File: src/rtl/circle_box_collide_push_out_assert.svh
// Assertion macros for the circle/box collision block.
// Used by the top level; depends on clk and arst_n in the including scope.
`ifndef CIRCLE_BOX_COLLIDE_PUSH_OUT_ASSERT_SVH
`define CIRCLE_BOX_COLLIDE_PUSH_OUT_ASSERT_SVH

// Condition a implies condition c in the same cycle.
`define CBC_ASSERT_SAME(label, a, c, msg) \
	label: assert property (@(posedge clk) disable iff (!arst_n) (a) |-> (c)) \
		else $error(msg);

// Condition a implies condition c in the next cycle.
`define CBC_ASSERT_NEXT(label, a, c, msg) \
	label: assert property (@(posedge clk) disable iff (!arst_n) (a) |=> (c)) \
		else $error(msg);

`endif

File: src/rtl/cbc_pkg.sv
// Shared widths, stage counts and register indexes for the circle/box collision block.
// No dependencies.
package cbc_pkg;
	localparam int COORD_W    = 16;
	localparam int RAD_W      = 14;
	localparam int SQ_W       = 2 * RAD_W;
	localparam int SQ_STAGES  = RAD_W;
	localparam int SQ_REM_W   = RAD_W + 3;
	localparam int DIV_STAGES = RAD_W + 1;
	localparam int DIV_N_W    = SQ_W + 1;
	localparam int DIV_D_W    = RAD_W + 1;
	localparam int CFG_IDX_W  = 3;
	localparam int OUT_W      = 72;

	typedef enum logic [CFG_IDX_W-1:0] {
		CFG_LEFT   = 3'd0,
		CFG_TOP    = 3'd1,
		CFG_WIDTH  = 3'd2,
		CFG_HEIGHT = 3'd3,
		CFG_RADIUS = 3'd4
	} cfg_idx_t;

	typedef struct packed {
		logic signed [COORD_W-1:0] cx;
		logic signed [COORD_W-1:0] cy;
		logic signed [COORD_W-1:0] nx;
		logic signed [COORD_W-1:0] ny;
		logic                      sx;
		logic                      sy;
		logic [RAD_W-1:0]          adx;
		logic [RAD_W-1:0]          ady;
		logic                      hit;
		logic                      push;
	} side_t;
endpackage

File: src/rtl/cbc_sqrt.sv
// Pipelined integer square root, one root bit per stage.
// Depends on cbc_pkg.
module cbc_sqrt
	import cbc_pkg::*;
(
	input  logic             clk,
	input  logic             ce,
	input  logic [SQ_W-1:0]  value,
	output logic [RAD_W-1:0] root
);
	logic [SQ_REM_W-1:0] rem_s  [0:SQ_STAGES-1];
	logic [RAD_W-1:0]    root_s [0:SQ_STAGES-1];
	logic [SQ_W-1:0]     val_s  [0:SQ_STAGES-1];
	logic [SQ_REM_W-1:0] rem_n  [0:SQ_STAGES-1];
	logic [RAD_W-1:0]    root_n [0:SQ_STAGES-1];
	logic [SQ_W-1:0]     val_n  [0:SQ_STAGES-1];

	always_comb begin
		logic [SQ_REM_W-1:0] rem_i;
		logic [RAD_W-1:0]    root_i;
		logic [SQ_W-1:0]     val_i;
		logic [SQ_REM_W-1:0] cur;
		logic [SQ_REM_W-1:0] trial;
		for (int k = 0; k < SQ_STAGES; k++) begin
			if (k == 0) begin
				rem_i  = '0;
				root_i = '0;
				val_i  = value;
			end else begin
				rem_i  = rem_s[k-1];
				root_i = root_s[k-1];
				val_i  = val_s[k-1];
			end
			cur   = {rem_i[SQ_REM_W-3:0], val_i[SQ_W-1 -: 2]};
			trial = {1'b0, root_i, 2'b01};
			if (cur >= trial) begin
				rem_n[k]  = cur - trial;
				root_n[k] = {root_i[RAD_W-2:0], 1'b1};
			end else begin
				rem_n[k]  = cur;
				root_n[k] = {root_i[RAD_W-2:0], 1'b0};
			end
			val_n[k] = {val_i[SQ_W-3:0], 2'b00};
		end
	end

	always_ff @(posedge clk) begin
		if (ce) begin
			for (int k = 0; k < SQ_STAGES; k++) begin
				rem_s[k]  <= rem_n[k];
				root_s[k] <= root_n[k];
				val_s[k]  <= val_n[k];
			end
		end
	end

	assign root = root_s[SQ_STAGES-1];
endmodule

File: config.mk
export PLATFORM = sky130hd
export DESIGN_NAME = cbc_sqrt
export DESIGN_NICKNAME = d
export VERILOG_FILES = /design/src/rtl/circle_box_collide_push_out_assert.svh /design/src/rtl/cbc_pkg.sv /design/src/rtl/cbc_sqrt.sv
export SDC_FILE = /design/constraint.sdc
export NUM_CORES = 1
export LEC_CHECK = 0
export ABC_AREA = 1
export BUFFER_PORTS_ARGS = -buffer_cell sky130_fd_sc_hd__buf_2
export CAP_MARGIN = 20
export CORE_MARGIN = 2
export CORE_UTILIZATION = 57
export CTS_CLUSTER_SIZE = 10
export DETAILED_ROUTE_END_ITERATION = 10
export GPL_TIMING_DRIVEN = 0
export PLACE_DENSITY = 0.84
export SETUP_SLACK_MARGIN = 0.05
export SLEW_MARGIN = 10
export SYNTH_ARGS = -nofsm -noshare
export SYNTH_HDL_FRONTEND = slang
export SYNTH_SLANG_ARGS = --single-unit
File: constraint.sdc
create_clock -name clk -period 2 [get_ports clk]
set_clock_uncertainty 0.2 [all_clocks]
set_input_delay 0.2 -clock clk [delete_from_list [all_inputs] [get_ports clk]]
set_output_delay 0.2 -clock clk [all_outputs]
set_load 0.005 [all_outputs]
==> impl_metrics.yaml <==
run_status:
  status: "finished with violations"
  violations: "negative hold slack, negative setup slack"
clocking:
  cts_sinks: 467
  clk_pin_slew_ns: 0.06
  numCtsBuffers: 54
  cts_buffer_depth: 3
  ctsHoldBuffers: 29
  htreeDepth: 2
  cts_tree: "yes"
  root_buffer: "clkbuf_16"
  clk_latency_ns: 0.63
placed_design:
  place.detailed.hpwl_mm: 36.48
  routabilityCongestion: 0.8761
  placed_area_mm2: 0.02564
  io_buffers: 43
yosys:
  synth.top_cell.area_share_pct: 58.14
  synth.distinct_cells: 43
  yosys_warnings: 0
  syn-num-nets: 2669
  muxShareOfSynthArea_pct: 0
  synth_adder_area_share_pct: 6.121
  synth-xor-area-share_pct: 2.179
  synth.area.top_cells: "edfxtp_1, nand2_1, inv_1, ha_1, nand3_1"
  syn-cell-area_mm2: 0.02412
  avgSynthCellArea_um2: 9.568
  synthSimpleGateAreaFrac_pct: 22.50
  synth_top_family_by_area: "simple AND/OR/NAND/NOR gates"
  synth_most_common_cell: "nand2_1"
  ys_seq_area_share_pct: 58.14
  postSynthCellCount: 2521
  synth_compound_area_share_pct: 3.548
  synth_top_area_cell: "edfxtp_1"
  synth_edf_count: 467
  async_flop_share_pct: 0
  ys_ff_latch: 467
  synth_flop_cell: "edfxtp_1"
  synth_commonest_cells: "nand2_1, edfxtp_1, inv_1, nand3_1, nor2_1"
die:
  die_w_um: 209.7
  boundaryPins: 44
  fp.coreArea_mm2: 0.04185
  die_h_um: 209.7
  start_util_pct: 57.63
  rows: 75
  die_area_mm2: 0.04398
drt:
  ant_nets: 0
  drt_iter0_markers: 2419
  vias_per_cell: 5.980
  routed-via-count: 21145
  wl_per_cell_um: 21.35
  drcViolationCount: 0
  wirelength_mm: 75.51
  dr.pass1.iters: 7
critical_path:
  crit_start: "rem_s[1][39]$_DFFE_PP_"
  ff2ff_setup_slack_ns: -0.36
  critPathCaptureType: "flop"
  critPathLaunchType: "flop"
  critPathKind: "reg2reg"
  crit_required_ns: 2.20
  path_max_fanout: 5
  r2r_start: "rem_s[1][39]$_DFFE_PP_"
  r2r_cells: 11
  crit_arrival_ns: 2.55
  reg2reg_to: "rem_s[1][65]$_DFFE_PP_"
finish:
  antenna_cells: 0
  fin_nets: 3131
  stdcell_area_mm2: 0.03370
  post-route-util_pct: 80.52
  syn_to_final_growth_pct: 39.72
  drive_above_1_share_pct: 41.68
grt:
  grt-ovfl-total: 0
  grt_max_degree: 128
  grt_pass1_wl_mm: 98.73
  grt_pass1_vias: 19713
  antenna_found_initial: 1
  grt_use_total_pct: 28.29
sta:
  fin_crit_ns: 2.357
  setup_violations: 170
  fin_hold_ws_ns: -0.1377
  fin_ws_ns: -0.3573
  worst_slew_pin_slew_ns: 0.6735
  slew_violations: 0
  fin_crit_sh_pct: 117.9
  fmax_ghz: 0.4242
  max_slew_margin_pct: 54.68
  finalHoldViolations: 78
  rsz0062_at_grt: "yes"
  setup_tns_ns: -32.54
run:
  drv_cap: 0
pwr:
  leakagePower_nw: 14.58
  p_per_area_mw_per_mm2: 894.0
  irDropWorstVdd_v: 0.0009487
hold_path:
  hold_path_startpoint: "ce"
  hold_class: "in2reg"
  min_to: "val_s[0][2]$_DFFE_PP_"
  hold_depth: 1
logic make-up (layout without fill, tap and decap cells):
family | count (synthesis) | count (layout)
fa+ha+maj | 118 | 118
xor+xnor | 60 | 60
buf+inv | 456 | 931
flops | 467 | 467
simple gates | 1258 | 1259
compound gates | 161 | 161
other cells | 1 | 1
cell usage in the layout (no fill, tap or decap), drive strengths merged:
master       Yosys  layout
nor3            36      36
o21bai           7       7
nand4           46      46
o21ai           58      58
nand2          784     785
buf             22     397
nor2           162     162
clkinv           0      11
o21a             3       3
nor2b            1       1
nor3b            1       1
dlygate4sd3      0      29
and3             2       2
nand3          198     198
and2             4       4
a21o             1       1
o2111ai          1       1
xnor2           15      15
o31ai            1       1
conb             1       1
edfxtp         467     467
xor2            45      45
ha             118     118
a21oi           89      89
nor4             1       1
a31oi            1       1
nand3b          11      11
clkbuf           1      61
or2             12      12
inv            433     433
worst max path at each step:
stage	cells past startpoint	end
after global placement	1	rem_s[1][10]$_DFFE_PP_
after floorplan	13	rem_s[1][57]$_DFFE_PP_
after global routing	9	rem_s[1][62]$_DFFE_PP_
after detailed placement	4	rem_s[1][11]$_DFFE_PP_
after CTS	13	rem_s[0][102]$_DFFE_PP_
final	11	rem_s[1][65]$_DFFE_PP_
layer usage:
metal,GRT usage (%),routed length (um),vias to the layer above
met5,0,0,-
met3,4.130,6096,491
met2,50.80,37670,1438
met1,34.19,26250,10011
li1,-,-,9205
met4,11.76,5492,0
timing repair:
item                                    CTS  global route
setup buffers                           189           130
hold endpoints to repair                107            78
endpoints found under the setup margin  180           273
pin swaps                               198           209
gates cloned                             17             1
resized for setup                       576           444
metrics by stage:
step | std cells | total power [W] | worst slack, ns | hold WS [ns]
final | 3536 | 0.03013 | -0.3573 | -0.1377
after detailed placement | 3107 | 0.01757 | -0.5849 | 0.1782
after floorplan | 2521 | 0.01610 | 0.02365 | 0.09887
after CTS | 3410 | 0.02798 | -0.2502 | -0.1415
after global placement | 3103 | 0.01751 | -5.883 | 0.1771
after global routing | 3536 | 0.03110 | -0.4000 | -0.1055
power breakdown:
part	internal (W)	total, W	switching (W)
logic	0.00359	0.00858	0.00498
registers	0.0120	0.0128	0.000753
clock network	0.00484	0.00876	0.00392
total	0.0205	0.0301	0.00966
sequential cells by signal, indices dropped and copies added, names as in the netlist:
register,count
rem_s,180
root_s,105
val_s,182
worst max-delay path, cell delays in order, from the launching register on:
cell      delay [ns]
edfxtp_1        0.46
ha_4            0.31
nand2_1         0.08
nand2_1         0.08
nand2_1         0.16
nand2_1         0.11
a21oi_1         0.23
nand2_1         0.12
nand2_1         0.11
nand2_1         0.13
nand2_4         0.10
inv_2           0.03
area by class of cell:
| class | instances | area (um^2) |
|---|---|---|
| Buffer | 22 | 282.8 |
| Clock buffer | 59 | 1370 |
| Clock inverter | 11 | 122.6 |
| Fill cell | 2023 | 8152 |
| Inverter | 433 | 1663 |
| Multi-Input combinational cell | 1599 | 12130 |
| Sequential cell | 467 | 14020 |
| Tap cell | 539 | 674.4 |
| Timing Repair Buffer | 406 | 3436 |
Power figures use the tool's default switching activity.
