**config.mk**
```make
export PLATFORM = sky130hd
export DESIGN_NAME = cbc_div
export DESIGN_NICKNAME = d
export VERILOG_FILES = /design/src/rtl/circle_box_collide_push_out_assert.svh /design/src/rtl/cbc_pkg.sv /design/src/rtl/cbc_div.sv
export SDC_FILE = /design/constraint.sdc
export NUM_CORES = 1
export LEC_CHECK = 0
export ABC_AREA = 0
export ABC_CLOCK_PERIOD_IN_PS = 3900
export BUFFER_PORTS_ARGS = -buffer_cell sky130_fd_sc_hd__buf_2
export CORE_UTILIZATION = 57
export CTS_BUF_LIST = sky130_fd_sc_hd__clkbuf_16
export CTS_CLUSTER_SIZE = 28
export DETAILED_ROUTE_END_ITERATION = 7
export GPL_ROUTABILITY_DRIVEN = 0
export PLACE_DENSITY = 0.83
export SLEW_MARGIN = 15
export SYNTH_ARGS = -nofsm -noshare
export SYNTH_HDL_FRONTEND = slang
export SYNTH_SLANG_ARGS = --single-unit
```
**constraint.sdc**
```tcl
create_clock -name clk -period 3.9 [get_ports clk]
set_input_delay 0.195 -clock clk [delete_from_list [all_inputs] [get_ports clk]]
set_output_delay 0.195 -clock clk [all_outputs]
set_load 0.05 [all_outputs]
```
**src/rtl/circle_box_collide_push_out_assert.svh**
```systemverilog
// Assertion macros for the circle/box collision block.
// Used by the top level; depends on clk and arst_n in the including scope.
`ifndef CIRCLE_BOX_COLLIDE_PUSH_OUT_ASSERT_SVH
`define CIRCLE_BOX_COLLIDE_PUSH_OUT_ASSERT_SVH

// Condition a implies condition c in the same cycle.
`define CBC_ASSERT_SAME(label, a, c, msg) \
	label: assert property (@(posedge clk) disable iff (!arst_n) (a) |-> (c)) \
		else $error(msg);

// Condition a implies condition c in the next cycle.
`define CBC_ASSERT_NEXT(label, a, c, msg) \
	label: assert property (@(posedge clk) disable iff (!arst_n) (a) |=> (c)) \
		else $error(msg);

`endif

```
**src/rtl/cbc_pkg.sv**
```systemverilog
// Shared widths, stage counts and register indexes for the circle/box collision block.
// No dependencies.
package cbc_pkg;
	localparam int COORD_W    = 16;
	localparam int RAD_W      = 14;
	localparam int SQ_W       = 2 * RAD_W;
	localparam int SQ_STAGES  = RAD_W;
	localparam int SQ_REM_W   = RAD_W + 3;
	localparam int DIV_STAGES = RAD_W + 1;
	localparam int DIV_N_W    = SQ_W + 1;
	localparam int DIV_D_W    = RAD_W + 1;
	localparam int CFG_IDX_W  = 3;
	localparam int OUT_W      = 72;

	typedef enum logic [CFG_IDX_W-1:0] {
		CFG_LEFT   = 3'd0,
		CFG_TOP    = 3'd1,
		CFG_WIDTH  = 3'd2,
		CFG_HEIGHT = 3'd3,
		CFG_RADIUS = 3'd4
	} cfg_idx_t;

	typedef struct packed {
		logic signed [COORD_W-1:0] cx;
		logic signed [COORD_W-1:0] cy;
		logic signed [COORD_W-1:0] nx;
		logic signed [COORD_W-1:0] ny;
		logic                      sx;
		logic                      sy;
		logic [RAD_W-1:0]          adx;
		logic [RAD_W-1:0]          ady;
		logic                      hit;
		logic                      push;
	} side_t;
endpackage

```
**src/rtl/cbc_div.sv**
```systemverilog
// Pipelined rounded division round(num / d), one quotient bit per stage.
// Depends on cbc_pkg.
module cbc_div
	import cbc_pkg::*;
(
	input  logic               clk,
	input  logic               ce,
	input  logic [SQ_W-1:0]    num,
	input  logic [RAD_W-1:0]   d,
	output logic [DIV_D_W-1:0] quot
);
	logic [DIV_D_W-1:0] rem_s [0:DIV_STAGES-1];
	logic [DIV_D_W-1:0] q_s   [0:DIV_STAGES-1];
	logic [DIV_D_W-1:0] lo_s  [0:DIV_STAGES-1];
	logic [DIV_D_W-1:0] den_s [0:DIV_STAGES-1];
	logic [DIV_D_W-1:0] rem_n [0:DIV_STAGES-1];
	logic [DIV_D_W-1:0] q_n   [0:DIV_STAGES-1];
	logic [DIV_D_W-1:0] lo_n  [0:DIV_STAGES-1];
	logic [DIV_D_W-1:0] den_n [0:DIV_STAGES-1];

	always_comb begin
		logic [DIV_N_W-1:0] dividend;
		logic [DIV_D_W-1:0] rem_i;
		logic [DIV_D_W-1:0] q_i;
		logic [DIV_D_W-1:0] lo_i;
		logic [DIV_D_W-1:0] den_i;
		logic [DIV_D_W:0]   cur;
		dividend = {num, 1'b0} + {{(DIV_N_W-RAD_W){1'b0}}, d};
		for (int k = 0; k < DIV_STAGES; k++) begin
			if (k == 0) begin
				rem_i = {1'b0, dividend[DIV_N_W-1:DIV_D_W]};
				q_i   = '0;
				lo_i  = dividend[DIV_D_W-1:0];
				den_i = {d, 1'b0};
			end else begin
				rem_i = rem_s[k-1];
				q_i   = q_s[k-1];
				lo_i  = lo_s[k-1];
				den_i = den_s[k-1];
			end
			cur = {rem_i, lo_i[DIV_D_W-1]};
			if (cur >= {1'b0, den_i}) begin
				rem_n[k] = DIV_D_W'(cur - {1'b0, den_i});
				q_n[k]   = {q_i[DIV_D_W-2:0], 1'b1};
			end else begin
				rem_n[k] = cur[DIV_D_W-1:0];
				q_n[k]   = {q_i[DIV_D_W-2:0], 1'b0};
			end
			lo_n[k]  = {lo_i[DIV_D_W-2:0], 1'b0};
			den_n[k] = den_i;
		end
	end

	always_ff @(posedge clk) begin
		if (ce) begin
			for (int k = 0; k < DIV_STAGES; k++) begin
				rem_s[k] <= rem_n[k];
				q_s[k]   <= q_n[k];
				lo_s[k]  <= lo_n[k];
				den_s[k] <= den_n[k];
			end
		end
	end

	assign quot = q_s[DIV_STAGES-1];
endmodule
```
==> results of run 1 <==
==> per-stage QoR <==
step           hold slack (ns)  std cells  utilization [%]  setup WS, ns  TNS (ns)
4_1_cts                0.07185       3310            65.30       0.01838         0
3_3_place_gp            0.4000       3177            60.93       -0.1812    -2.043
3_5_place_dp            0.4045       3177            60.93       -0.2864    -3.418
5_1_grt                0.02273       3314            65.66      0.004587         0
6_report               0.01614       3314            65.66       0.09545         0
2_1_floorplan           0.2939       2401                -      -0.02512   -0.2010
==> timing repair <==
| action | 4_1_cts | 5_1_grt |
|---|---|---|
| gates resized for setup | 0 | 24 |
| buffers inserted | 0 | 6 |
| endpoints found under the hold margin | 15 | 0 |
| hold buffers | 15 | 0 |
| endpoints found under the setup margin | 0 | 13 |
==> layer usage <==
metal  routed length [um]  vias to the layer above
met5                    0                        -
met4                 1977                        0
met3                 3326                      155
met2                32080                      664
met1                24630                     9581
li1                     -                     9259
==> kinds of logic after synthesis <==
kind of cell,after synthesis
flip-flops,617
AO/OA/AOI/OAI,494
AND/OR/NAND/NOR,456
buffers and inverters,297
adder cells (fa/ha/maj),237
XOR/XNOR,161
multiplexers,139
==> registers in the layout (all words and copies together) (netlist names) <==
name	count
lo_s	104
den_s	183
rem_s	210
q_s	120
==> cell type report <==
class,instances,area share [%]
tap,696,2.450
clock buffer,68,4.787
inverter,266,2.809
timing repair buffer,130,2.767
clock inverter,50,1.447
sequential,617,52.12
multi-input combinational,1487,33.62
==> final timing paths <==
path / from / end / cells after the start
max: d[11] / rem_s[0][5] / 16
min: d[13] / den_s[0][14] / 1
max reg2reg: rem_s[0][34] / rem_s[0][53] / 8
min reg2reg: lo_s[0][81] / lo_s[0][96] / 0
==> critical path, stage by stage <==
cell           delay [ns]
dlygate4sd3_1        0.62
ha_4                 0.32
o211ai_1             0.10
nand2_2              0.12
and3_2               0.26
nand3_1              0.13
xnor2_2              0.24
ha_4                 0.26
a21oi_1              0.15
a21oi_1              0.12
or3_4                0.40
and2_4               0.17
nor3b_4              0.16
a211oi_4             0.35
buf_12               0.18
mux2_2               0.34
==> cell usage in the layout (no fill, tap or decap), types with 35 or more instances in the layout <==
master       n
clkbuf_16   69
inv_1      268
o21ai_0    100
o21a_1      37
nor2b_1     38
a21o_1      57
buf_4       53
xnor2_1    112
ha_1       210
nand2_1    102
nor3_1      35
edfxtp_1   617
mux2_2      89
nor2_1     114
a21oi_1    143
xor2_1      45
buf_2       54
==> report_power, final <==
part / internal [uW] / switching [uW]
Sequential: 9440 / 743
Combinational: 4990 / 5600
Clock: 3790 / 2560
Total: 18200 / 8910
==> metrics, run 1 <==
fillers 3652; VDD IR max 0.3743 mV; H-tree levels 3; Iter 0 DRT Violations 1530; status finished, final reports clean; Total Wirelength 62020 um; CTS sink cnt 617; first-pass GRT wire length 98550 um; # rows 85; largest fanout on the critical path 8; root buffer cell clkbuf_16; main combinational cell family by area after synthesis compound AO/OA/AOI/OAI gates; HP Class input pin to flip-flop; Yosys top cell area share approximately three fifths; largest net degree at the start of global routing 106; CP Capture Type flip-flop; clock latency at the later pin of the worst-skew pair between 0.6 and 0.7 ns; ANT cells 0; Yosys cell types 72; Die Wd 236.5 um; R2R setup slack 0.60 ns; asr flop ratio synth 0%; met2 usage 39.49%; maximum clock path buffer count 3; worst rel slew slack 26.74%; leakage between 0.01 and 0.015 uW; input/output buffers 58; Worst-Margin Slew 1.099 ns; Clock transition at path regs 0.06 ns; post-synthesis sequential area ratio 59.09%; fmax 262.8 MHz; final total power between 20000 and 30000 uW; share of post-route cells with drive strength above 1 15.39%; Final setup viols 0; grt ovf 0; Arrival @ worst endpoint 4.14 ns; fin crit share 97.55%; vias per inst 5.932; Top FF cell, synth edfxtp_1; max-slew violations 0; fin area 35550 um^2; Die Ht 236.5 um; die area 55950 um^2; YS warnings 0; Most Used Layer, Global Route met2; Crit Path Class input pin to flip-flop; Synth Area in Adders 9.817%; min Tclk post-route 3.805 ns; Total Routing Usage GR 21.96%; Worst EP required around 4.2 ns; # DRC 0; core footprint approximately 54000 um^2; RSZ-0062 raised after global routing false; Avg WL per Cell 18.71 um; syn_nets 2682; placed cell area 32980 um^2; XOR/XNOR Fraction of Synth Area 4.497%; number of flops mapped to enable cells by yosys 617; dominant cell type by area after synthesis edfxtp_1; synth cell count leaders 617 x edfxtp_1, 265 x inv_1, 222 x ha_1, 148 x a21oi_1, 116 x xnor2_1; Syn Area/Cell 13.06 um^2; Initial Utilization 57.92%; Seq. cell area 18530 um^2; Hold Vio Cnt, Final 0; cell count after synthesis 2401; I/O pins just under 60; Nets 2850; vias about 20000; HPWL after DPL 43690 um; dominant cells by area after synthesis edfxtp_1 59%, ha_1 8.9%, xnor2_1 3.2%; initial antenna violation count 0; mux share of post-synthesis cell area under 10%; Max-cap violations 0; area fraction in compound gates after synthesis between 10% and 20%; Post-Synth Simple-Gate Area under 10%; M1 GR Usage 26.14%; Layout area overhead 13.37%; Post-Syn Area 31350 um^2; DR pass1 iterations 5; Antenna Nets Post-Route 0; CTS buffer count 67; multi-input logic area 11950 um^2; PwrDens between 700 and 800 nW/um^2; met3 Resource Use GR roughly 3.5%; vias in the first global route 19860; count leader, synth edfxtp_1; CTS tree done; Fin Clk Skew 0.02659 ns; Worst setup SP type input pin; flops & latches, synth a little over 600
Power figures use the tool's default switching activity.
==> inputs of run 2 (changes only) <==
--- a/config.mk
+++ b/config.mk
@@ -8,7 +8,9 @@
 export ABC_AREA = 0
 export ABC_CLOCK_PERIOD_IN_PS = 3900
 export BUFFER_PORTS_ARGS = -buffer_cell sky130_fd_sc_hd__buf_2
-export CORE_UTILIZATION = 57
+export CELL_PAD_IN_SITES_DETAIL_PLACEMENT = 1
+export CELL_PAD_IN_SITES_GLOBAL_PLACEMENT = 2
+export CORE_UTILIZATION = 41
 export CTS_BUF_LIST = sky130_fd_sc_hd__clkbuf_16
 export CTS_CLUSTER_SIZE = 28
 export DETAILED_ROUTE_END_ITERATION = 7
==> run 2 against run 1 <==
  * Die area rose by 39%
  * Via count fell by 1.2%
  * Sequential power hardly changed
  * Power about the same
  * Flip-flop and latch count did not move
  * Sequential share of layout area decreased by 0.87 points
==> metrics, run 2 (synthesis results as in run 1) <==
Worst setup SP type input pin; CTS sink cnt 617 (unchanged); registers with the most flip-flops rem_s (210), den_s (183), q_s (120); fmax 259.2 MHz (-1.4%); Post-Place Cells 3501 (+10%); Initial Utilization 41.35% (-17 points); PwrDens 750.6 nW/um^2 (-1.7%); initial antenna violation count 1 (+1); CTS tree done; largest net degree at the start of global routing 94 (-11%); worst rel slew slack 37.97% (+11 points); die area 77580 um^2 (+39%); ANT cells 0 (unchanged); Total Wirelength 70780 um (+14%); first-pass GRT wire length 113700 um (+15%); Hold Vio Cnt, Final 0 (unchanged); I/O pins 59 (unchanged); root buffer cell clkbuf_16; fin cells 3647 (+10%); Worst-Margin Slew 0.9304 ns (-0.1685 ns); Worst EP required 4.25 ns (+0.02 ns); Fin Clk Skew 0.02932 ns (+0.002726 ns); leakage 0.01447 uW (+1.2%); Arrival @ worst endpoint 4.20 ns (+0.06 ns); Nets 2898 (+1.7%); most common cell after layout, fill and taps aside edfxtp_1; final core utilization 47.68% (-18 points); total negative slack 0 ns (unchanged); Largest register FFs 210 (unchanged); vias in the first global route 21270 (+7.1%); maximum clock path buffer count 3 (unchanged); Critical Path End rem_s[0][10]; Worst Hold Slack 0.1059 ns (+0.08974 ns); vias per inst 5.328 (-10%); largest fanout on the critical path 7 (-1); Die Ht 278.5 um (+18%); share of post-route cells with drive strength above 1 16.79% (+1.4 points); fillers 7743 (+110%); RR Endpoint rem_s[1][71]; worst-case reg-to-reg path depth 8 (unchanged); Total Routing Usage GR 18.46% (-3.5 points); fin crit share 98.93% (+1.4 points); commonest cells after routing, fill and taps aside 617 x edfxtp_1, 269 x inv_1, 213 x ha_1; VDD IR max 0.3225 mV (-14%); grt ovf 0 (unchanged); min Tclk post-route 3.858 ns (+0.05368 ns); CP Capture Type flip-flop; Avg WL per Cell 19.41 um (+3.7%); HPWL after DPL 52750 um (+21%); # rows 101 (+19%); status finished, final reports clean; core footprint 75820 um^2 (+40%); CTS buffer count 71 (+6.0%); Iter 0 DRT Violations 1070 (-30%); Max-cap violations 0 (unchanged); HP Class input pin to flip-flop; clock latency at the later pin of the worst-skew pair 0.61 ns (about the same); DR pass1 iterations 5 (unchanged); worst r2r src den_s[1][54]; Crit Path Class input pin to flip-flop; Clock transition at path regs 0.06 ns (about the same); input/output buffers 58 (unchanged); Reg with most FFs rem_s; placed cell area 33660 um^2 (+2.1%); Die Wd 278.5 um (+18%); Critical Path Start d[13]; R2R setup slack 0.68 ns (+0.08 ns); # DRC 0 (unchanged); max-slew violations 0 (unchanged); Final setup viols 0 (unchanged); fin area 36150 um^2 (+1.7%); vias 19430 (-1.2%); Antenna Nets Post-Route 0 (unchanged); Layout area overhead 15.30%; H-tree levels 3 (unchanged)
run 2: cell type report:
class	instances	area, um^2	area share (%)
Tap cell	978	1224	3.385
Sequential cell	617	18530	51.25
Clock buffer	71	1777	4.915
Timing Repair Buffer	174	1318	3.645
Clock inverter	54	341.6	0.9449
Multi-Input combinational cell	1487	11960	33.10
Inverter	266	998.5	2.762
run 2: critical path, cell delays in order:
cell and delay (ns):
dlygate4sd3_1 0.53, buf_2 0.14, ha_4 0.26, a21oi_2 0.17
nand2_1 0.13, or2_4 0.31, nand2_1 0.08, xnor2_1 0.20
ha_1 0.35, nand3_1 0.11, a21oi_1 0.09, or3_4 0.40
and2_4 0.17, nor3b_4 0.15, a211oi_4 0.37, clkbuf_16 0.23
mux2_4 0.29
run 2: what timing repair did:
| item | in CTS | in global routing |
|---|---|---|
| gates resized for setup | 0 | 27 |
| setup buffers | 0 | 5 |
| hold endpoints to repair | 15 | 0 |
| hold buffers | 15 | 0 |
| setup endpoints to repair | 0 | 14 |
run 2: metal layers:
metal / vias up / share of wire [%] / GRT usage (%) / routed length [um]
met5: - / 0 / 0 / 0
met4: 0 / 2.8 / 6.100 / 1980
met3: 127 / 3.2 / 3.022 / 2230
met2: 286 / 51 / 33.30 / 36390
met1: 9682 / 43 / 22.31 / 30190
li1: 9336 / - / - / -
run 2: worst min-delay path by stage:
stage | start | endpoint | slack [ns] | cells past startpoint
2_1_floorplan | d[9] | den_s[0][10] | 0.29 | 0
3_3_place_gp | lo_s[1][39] | lo_s[1][54] | 0.40 | 0
3_5_place_dp | q_s[0][105] | q_s[1][1] | 0.41 | 0
4_1_cts | num[18] | rem_s[0][5] | 0.10 | 3
5_1_grt | ce | q_s[1][87] | 0.13 | 1
6_report | ce | q_s[1][55] | 0.11 | 1
run 2: power by group:
part	leakage [uW]	switching (uW)	internal (uW)
Clock	0.00107	2630	3510
Combinational	0.00738	5750	5060
Sequential	0.00603	750	9440
run 2: metrics by stage:
stage	setup slack [ns]	total power, uW
3_3_place_gp	-0.2704	20440
4_1_cts	0.05522	27370
3_5_place_dp	-0.4029	21020
6_report	0.04178	27130
5_1_grt	-0.02449	28810
2_1_floorplan	-0.02512	18150
